--- src/rtl/vccm_pkg.sv ---
// Shared types, codes and the face corner table of the culled voxel mesher.
package vccm_pkg;

  // operation selector of an input word
  localparam logic [1:0] FUNC_WRITE = 2'd0;
  localparam logic [1:0] FUNC_READ  = 2'd1;
  localparam logic [1:0] FUNC_DIRTY = 2'd2;
  localparam logic [1:0] FUNC_MESH  = 2'd3;

  // result kinds
  localparam logic [2:0] KIND_READ   = 3'd0;
  localparam logic [2:0] KIND_VERTEX = 3'd1;
  localparam logic [2:0] KIND_EMPTY  = 3'd2;
  localparam logic [2:0] KIND_ACK    = 3'd3;
  localparam logic [2:0] KIND_REJECT = 3'd4;

  // config register indexes
  localparam logic CFG_POS_X = 1'b0;
  localparam logic CFG_POS_Z = 1'b1;

  localparam int unsigned NUM_FACES = 6;
  localparam logic [2:0]  FACE_LAST = 3'd5;
  localparam logic [2:0]  VTX_LAST  = 3'd5;

  // classified input word
  typedef struct packed {
    logic [1:0]  func;
    logic        in_range;
    logic [15:0] block_value;
  } vccm_item_t;

  // back to front control
  typedef struct packed {
    logic pop;
    logic init_done;
  } vccm_ctl_t;

  // one result word
  typedef struct packed {
    logic [2:0]  kind;
    logic [15:0] read_value;
    logic [26:0] vert_x;
    logic [8:0]  vert_y;
    logic [26:0] vert_z;
    logic        tex_u;
    logic        tex_v;
    logic [2:0]  face_dir;
    logic        last;
    logic        mesh_done;
  } vccm_res_t;

  // corner c of face f: {dx, dy, dz, u, v}
  function automatic logic [4:0] corner_of(input logic [2:0] f, input logic [1:0] c);
    logic [4:0] r;
    r = 5'b00000;
    case ({f, c})
      {3'd0, 2'd0}: r = 5'b01000;
      {3'd0, 2'd1}: r = 5'b11010;
      {3'd0, 2'd2}: r = 5'b11111;
      {3'd0, 2'd3}: r = 5'b01101;
      {3'd1, 2'd0}: r = 5'b00000;
      {3'd1, 2'd1}: r = 5'b00101;
      {3'd1, 2'd2}: r = 5'b10111;
      {3'd1, 2'd3}: r = 5'b10010;
      {3'd2, 2'd0}: r = 5'b00000;
      {3'd2, 2'd1}: r = 5'b10010;
      {3'd2, 2'd2}: r = 5'b11011;
      {3'd2, 2'd3}: r = 5'b01001;
      {3'd3, 2'd0}: r = 5'b00100;
      {3'd3, 2'd1}: r = 5'b01101;
      {3'd3, 2'd2}: r = 5'b11111;
      {3'd3, 2'd3}: r = 5'b10110;
      {3'd4, 2'd0}: r = 5'b00000;
      {3'd4, 2'd1}: r = 5'b01001;
      {3'd4, 2'd2}: r = 5'b01111;
      {3'd4, 2'd3}: r = 5'b00110;
      {3'd5, 2'd0}: r = 5'b10000;
      {3'd5, 2'd1}: r = 5'b10110;
      {3'd5, 2'd2}: r = 5'b11111;
      {3'd5, 2'd3}: r = 5'b11001;
      default:      r = 5'b00000;
    endcase
    return r;
  endfunction

  // two triangles v0 v1 v2, v0 v2 v3
  function automatic logic [1:0] quad_corner(input logic [2:0] v);
    logic [1:0] r;
    r = 2'd0;
    case (v)
      3'd0:    r = 2'd0;
      3'd1:    r = 2'd1;
      3'd2:    r = 2'd2;
      3'd3:    r = 2'd0;
      3'd4:    r = 2'd2;
      3'd5:    r = 2'd3;
      default: r = 2'd0;
    endcase
    return r;
  endfunction

endpackage

--- src/rtl/vccm_front.sv ---
// Front end: range check, address and section of input words, two-entry queue.
module vccm_front #(
  parameter int unsigned SIZE_X    = 16,
  parameter int unsigned SIZE_Z    = 16,
  parameter int unsigned HEIGHT    = 256,
  parameter int unsigned SECTION_H = 16,
  parameter int unsigned AW        = 16,
  parameter int unsigned SIW       = 4
) (
  input  logic                   clk_i,
  input  logic                   rst_ni,
  input  logic                   in_valid_i,
  output logic                   in_ready_o,
  input  logic [1:0]             in_func_i,
  input  logic [6:0]             in_pos_x_i,
  input  logic [9:0]             in_pos_y_i,
  input  logic [6:0]             in_pos_z_i,
  input  logic [15:0]            in_block_value_i,
  input  vccm_pkg::vccm_ctl_t    ctl_i,
  output logic                   item_valid_o,
  output vccm_pkg::vccm_item_t   item_o,
  output logic [AW-1:0]          item_addr_o,
  output logic [SIW-1:0]         item_sec_o
);
  import vccm_pkg::*;

  localparam int unsigned RSH   = 20;
  localparam logic [20:0] RECIP = 21'((2 ** RSH + SECTION_H - 1) / SECTION_H);

  vccm_item_t     q_item_q [2];
  logic [AW-1:0]  q_addr_q [2];
  logic [SIW-1:0] q_sec_q  [2];
  logic           wr_ptr_q, wr_ptr_d, rd_ptr_q, rd_ptr_d;
  logic [1:0]     count_q, count_d;

  logic       push, in_range;
  logic [29:0] sec_prod;
  vccm_item_t cls_item;
  logic [AW-1:0] cls_addr;

  assign in_ready_o = ctl_i.init_done && (count_q != 2'd2);
  assign push       = in_valid_i && in_ready_o;

  always_comb begin
    in_range = !in_pos_x_i[6] && (int'(in_pos_x_i) < SIZE_X) &&
               !in_pos_y_i[9] && (int'(in_pos_y_i) < HEIGHT) &&
               !in_pos_z_i[6] && (int'(in_pos_z_i) < SIZE_Z);
    cls_item.func        = in_func_i;
    cls_item.in_range    = in_range;
    cls_item.block_value = in_block_value_i;
    cls_addr = AW'((int'(in_pos_y_i[8:0]) * SIZE_Z + int'(in_pos_z_i[5:0])) * SIZE_X
                   + int'(in_pos_x_i[5:0]));
    // y / SECTION_H by reciprocal, exact for y below 512
    sec_prod = 30'(in_pos_y_i[8:0]) * 30'(RECIP);
  end

  always_comb begin
    wr_ptr_d = wr_ptr_q;
    rd_ptr_d = rd_ptr_q;
    count_d  = count_q;
    if (push) begin
      wr_ptr_d = !wr_ptr_q;
    end
    if (ctl_i.pop) begin
      rd_ptr_d = !rd_ptr_q;
    end
    count_d = count_q + 2'(push) - 2'(ctl_i.pop);
  end

  always_ff @(posedge clk_i or negedge rst_ni) begin
    if (!rst_ni) begin
      wr_ptr_q <= 1'b0;
      rd_ptr_q <= 1'b0;
      count_q  <= 2'd0;
    end else begin
      wr_ptr_q <= wr_ptr_d;
      rd_ptr_q <= rd_ptr_d;
      count_q  <= count_d;
    end
  end

  always_ff @(posedge clk_i) begin
    if (push) begin
      q_item_q[wr_ptr_q] <= cls_item;
      q_addr_q[wr_ptr_q] <= cls_addr;
      q_sec_q[wr_ptr_q]  <= sec_prod[RSH +: SIW];
    end
  end

  assign item_valid_o = (count_q != 2'd0);
  assign item_o       = q_item_q[rd_ptr_q];
  assign item_addr_o  = q_addr_q[rd_ptr_q];
  assign item_sec_o   = q_sec_q[rd_ptr_q];

  a_count_range: assert property (@(posedge clk_i) disable iff (!rst_ni)
    count_q != 2'd3) else $error("queue count overrun");
  a_pop_nonempty: assert property (@(posedge clk_i) disable iff (!rst_ni)
    ctl_i.pop |-> count_q != 2'd0) else $error("pop from empty queue");
  a_no_push_in_clear: assert property (@(posedge clk_i) disable iff (!rst_ni)
    push |-> ctl_i.init_done) else $error("word taken during store clear");

endmodule

--- config.mk ---
export PLATFORM = sky130hd
export DESIGN_NAME = vccm_front
export DESIGN_NICKNAME = d
export VERILOG_FILES = /design/src/rtl/vccm_pkg.sv /design/src/rtl/vccm_front.sv
export SDC_FILE = /design/constraint.sdc
export NUM_CORES = 1
export LEC_CHECK = 0
export BUFFER_PORTS_ARGS = -buffer_cell sky130_fd_sc_hd__buf_4
export CORE_UTILIZATION = 30
export CTS_CLUSTER_DIAMETER = 50
export DETAILED_ROUTE_END_ITERATION = 12
export HOLD_SLACK_MARGIN = 0.08
export PLACE_DENSITY_LB_ADDON = 0.12
export SLEW_MARGIN = 20
export SYNTH_ARGS = -nofsm -noshare
export SYNTH_HDL_FRONTEND = slang
export SYNTH_SLANG_ARGS = --single-unit
--- constraint.sdc ---
create_clock -name clk_i -period 5.4 [get_ports clk_i]
set_input_delay 0.81 -clock clk_i [delete_from_list [all_inputs] [get_ports clk_i]]
set_output_delay 0.81 -clock clk_i [all_outputs]
set_load 0.05 [all_outputs]
### Yosys cells after proc, flatten, opt, wreduce, memory -nomap -nowiden

Memory sizes are Yosys's and may differ from the RTL's.
Cells that the tools add are included.

* register bits: 4
* bits in latches: 0
* RAM bits: 78
* memory bits (read-only): 0
* input port bits: 47
* word-level logic and storage cells: 29
* memories: 3

* add/sub/neg operators: 4
* multiply operators: 0
* div/mod/pow operators: 0
* $lt $le $gt $ge: 3
* equal/unequal tests: 1
* shifts and indexed selects: 0
* muxes and demuxes: 2
* bitwise logic cells: 0
* reductions and logical operators: 13

Memories
* q_item_q: words 2, width 19, read ports 1, clocked after Yosys merged registers in 0, wr ports 1, RTL line vccm_front.sv:30 `vccm_item_t q_item_q [2];`
* q_addr_q: words 2, width 16, read ports 1, clocked after Yosys merged registers in 0, wr ports 1, RTL line vccm_front.sv:31 `logic [AW-1:0] q_addr_q [2];`
* q_sec_q: words 2, width 4, read ports 1, clocked after Yosys merged registers in 0, wr ports 1, RTL line vccm_front.sv:32 `logic [SIW-1:0] q_sec_q [2];`

Operators with widths (count)
* 16-bit by 6-bit adder with 16-bit output: 1
* 7-bit by 5-bit < comparator with 1-bit output, second input constant: 2
* 12-bit by 6-bit adder with 12-bit output: 1
* 10-bit by 9-bit < comparator with 1-bit output, second input constant: 1
* 1-bit logical AND: 7
* 1-bit zero test: 5
* 2-bit by 1-bit adder with 2-bit output: 1
* 1-bit 2-to-1 mux: 2
* 2-bit != test, second input constant: 1
* 2-bit nonzero test: 1
* 2-bit by 1-bit subtractor with 2-bit output: 1

### Logic depth before layout (Yosys ltp)

* depth in word-level cells: 6
* mapped depth: 8

### Least setup slack after synthesis

OpenSTA, ideal clock, no wires.

* kind: input to register
* from: in ctl_i[0] in the netlist's numbering
* to: mem q_addr_q[0][0] (enable)
* arrival: 4.055 ns
* required time: 4.964 ns
* slack: 0.910 ns
* stages on the path: 3
* cells stage by stage: a21boi_0 > nand2_1 > nor2_1

* cells in the longest elaborated chain, start to end: 4

RTL lines
* start: declaration: RTL line vccm_front.sv:19 `input vccm_pkg::vccm_ctl_t ctl_i,`
* 1-bit logical AND: RTL line vccm_front.sv:41 `assign in_ready_o = ctl_i.init_done && (count_q != 2'd2);`
* 1-bit logical AND: RTL line vccm_front.sv:42 `assign push = in_valid_i && in_ready_o;`
* 1-bit 2-to-1 mux: RTL line vccm_front.sv:83 `if (push) begin`
* 1-bit 2-to-1 mux (not written as such): RTL line vccm_front.sv:85 `q_addr_q[wr_ptr_q] <= cls_addr;`
* end: declaration: RTL line vccm_front.sv:31

Every way passes these cells.

### Worst setup path in the final report

* from: reg rd_ptr_q
* to: out item_addr_o[8]

* cells in the longest elaborated chain, start to end: 1

RTL lines
* start: declaration: RTL line vccm_front.sv:33 `logic wr_ptr_q, wr_ptr_d, rd_ptr_q, rd_ptr_d;`
* start signal: assignment: RTL line vccm_front.sv:77 `rd_ptr_q <= rd_ptr_d;`
* memory read 2 x 16 bit
* end: declaration: RTL line vccm_front.sv:22 `output logic [AW-1:0] item_addr_o,`

Every way passes these cells.

==> metrics.csv <==
metric;value;unit
post-synth top area share;68.8;%
synthesized area;3410;um^2
ys flop type;edfxtp_1;
area of the multi-input gates;935;um^2
drt initial violations;49;
Post-synth EDFFs;78;
vias in the first global route;1973;
WHS;0.267;ns
Worst EP required;4.59;ns
drt via density;4.41;
Num Clock Sinks;82;
initial antenna violation count;0;
min Tclk post-route;2.77;ns
layout filler cell count;1054;
number of I/O port buffers;87;
register area;2440;um^2
actual slew at the worst max-slew pin;0.986;ns
FF-to-FF End;q_sec_q[0][2]$_DFFE_PP_;
total track usage;11.5;%
Final Hold Vio Count;0;
Worst R2R Setup Slack;3.21;ns
Critical Path AT;1.96;ns
Synth cell types;28;
die area;11800;um^2
die width;109;um
number of diodes;0;
CP max FO;40;
reg2reg path depth;5;
Max rail drop VDD;0.192;mV
CTS Buf Count;9;
share of layout cells above drive strength 1;51.6;%
Syn Area/Cell;18.0;um^2
Initial Util;31.1;%
Final setup viols;0;
register bit total from synthesis;82;
area of the core;10900;um^2
setup bufs post-CTS;0;
outcome;complete, no violations;
Post-CTS Hold Buffers;0;
Seq/Total Area, Yosys;71.7;%
MaxCap Viol Count;0;
pre-CTS setup slack;2.47;ns
area leader, netlist;edfxtp_1;
CP startpoint kind;flip-flop;
critical path type;flip-flop to output pin;
Worst setup EP type;output pin;
GR Overflow Total;0;
DR WL/cell;14.9;um
Pre-Repair DR Iteration Count;4;
Fin Setup TNS;0;ns
Inst Count DP;413;
CTS resizes;0;
Final HPWL DP;4220;um
Slew HR;34.3;%
largest net degree at the start of global routing;41;
Die H;109;um
RSZ-0062 raised after global routing;false;
leak pwr;1.65;nW
fin crit share;51.3;%
I/O pin cnt;88;
max-slew violation count;0;
# DRC;0;
via count;1894;
Max Clock Freq;361;MHz
non-filler cells, final;429;
Crit Reg-Reg Startpoint;count_q[0]$_DFF_PN0_;
clock skew;0.00549;ns
post-route ant nets;0;
Worst-path clk slew;0.06;ns
Final Net Count;339;
Min-Delay Path Class;input pin to async pin;
Yosys warning count;0;
Synth area leaders;edfxtp_1, mux2_2, dfrtp_1;
Pwr Density;513;nW/um^2
num rows;38;
Layout area overhead;32.1;%
H-tree levels;3;
wire length of the first global-routing pass;9780;um
Skew-Pair Late Insertion Delay;0.33;ns
Synth Instances;189;
Routed WL;6380;um
Placer Congestion;0.683;
Post-Syn Nets;244;
CTS max path bufs;2;
worst setup margin;2.63;ns
Async S/R FF share, synth;4.88;%
TritonCTS clock tree;done;
clk root buf;clkbuf_16;
Final Power;2.31;mW
==> where the power goes <==
part | switching (mW) | internal (mW)
Combinational | 0.562 | 0.319
Clock | 0.230 | 0.309
Sequential | 0.0857 | 0.801
==> kinds of logic after synthesis <==
logic type | count (synthesis) | share of synthesized area, %
compound gates | 6 | 1.32
xor+xnor | 18 | 4.63
fa+ha+maj | 8 | 3.38
buf+inv | 10 | 1.10
flops | 82 | 71.7
mux | 39 | 12.9
simple gates | 26 | 4.96
==> worst max path at each step <==
stage / from / cells past startpoint / slack [ns] / endpoint
2_1_floorplan: ctl_i[0] / 3 / 0.91 / q_addr_q[0][0]$_DFFE_PP_
3_3_place_gp: in_pos_y_i[0] / 7 / 2.53 / q_addr_q[0][15]$_DFFE_PP_
3_5_place_dp: in_pos_y_i[0] / 7 / 2.47 / q_addr_q[0][15]$_DFFE_PP_
4_1_cts: rd_ptr_q$_DFFE_PN0P_ / 2 / 2.54 / item_addr_o[8]
5_1_grt: rd_ptr_q$_DFFE_PN0P_ / 2 / 2.48 / item_addr_o[8]
6_report: rd_ptr_q$_DFFE_PN0P_ / 2 / 2.63 / item_addr_o[8]
==> synth_stat cells, types with 4 or more instances <==
master and n:
edfxtp_1 78, ha_1 6, xnor2_1 9, nand2_1 4
nand3_1 4, dfrtp_1 4, mux2_2 39, nor2_1 4
xor2_1 9, buf_1 4, inv_1 6
==> layout make-up <==
cell class	count	share of cell area (%)
Multi-Input combinational cell	97	20.8
Timing Repair Buffer	88	14.7
Inverter	6	0.500
Sequential cell	82	54.3
Clock buffer	11	5.17
Clock inverter	5	0.695
Tap cell	140	3.89
==> sequential cells by signal, summed over array words and instances (netlist names) <==
name,flops
q_item_q,38
q_addr_q,32
q_sec_q,8
count_q,2
rd_ptr_q,1
wr_ptr_q,1
==> layout by cell type (no fill, tap or decap) <==
| cell type | synthesis | routed |
|---|---|---|
| inv_1 | 6 | 6 |
| or4b_4 | 1 | 1 |
| dfrtp_1 | 4 | 3 |
| or4_1 | 2 | 2 |
| nor2_1 | 4 | 3 |
| nand4b_1 | 1 | 1 |
| nor3b_2 | 1 | 1 |
| nand2_1 | 4 | 4 |
| a2bb2oi_2 | 1 | 1 |
| and3_2 | 0 | 1 |
| clkbuf_1 | 0 | 2 |
| clkinv_1 | 0 | 1 |
| nor4b_1 | 1 | 1 |
| or2_2 | 1 | 1 |
| a21boi_1 | 1 | 1 |
| ha_1 | 6 | 6 |
| nand3b_1 | 2 | 2 |
| nand2b_1 | 2 | 2 |
| xor2_1 | 9 | 9 |
| o21ai_0 | 1 | 1 |
| mux2_2 | 39 | 39 |
| clkinv_2 | 0 | 1 |
| nand3_1 | 4 | 4 |
| xnor2_1 | 9 | 9 |
| and4_2 | 1 | 1 |
| edfxtp_1 | 78 | 78 |
| a21boi_0 | 1 | 1 |
| a21oi_1 | 2 | 2 |
| dfrtp_2 | 0 | 1 |
| clkbuf_16 | 0 | 9 |
| nor2_4 | 0 | 1 |
| buf_4 | 0 | 88 |
| nor3_2 | 1 | 1 |
| clkinvlp_4 | 0 | 3 |
| fa_1 | 2 | 2 |
==> critical path, stage by stage, from the launching register on <==
cell	delay, ns
dfrtp_2	1.00
mux2_2	0.43
buf_4	0.19
==> through the flow <==
step                instance area (um^2)  utilization, %
CTS                                 4500            41.2
floorplan                           3410               -
finish                              4500            41.2
global placement                    4240            38.7
global route                        4500            41.2
detailed placement                  4240            38.7
==> layer usage <==
metal	share of wire (%)	track usage (%)
met3	5.8	3.13
met2	49	19.2
met4	1.4	5.79
met5	0	0
met1	44	13.4
Power figures use the tool's default switching activity.
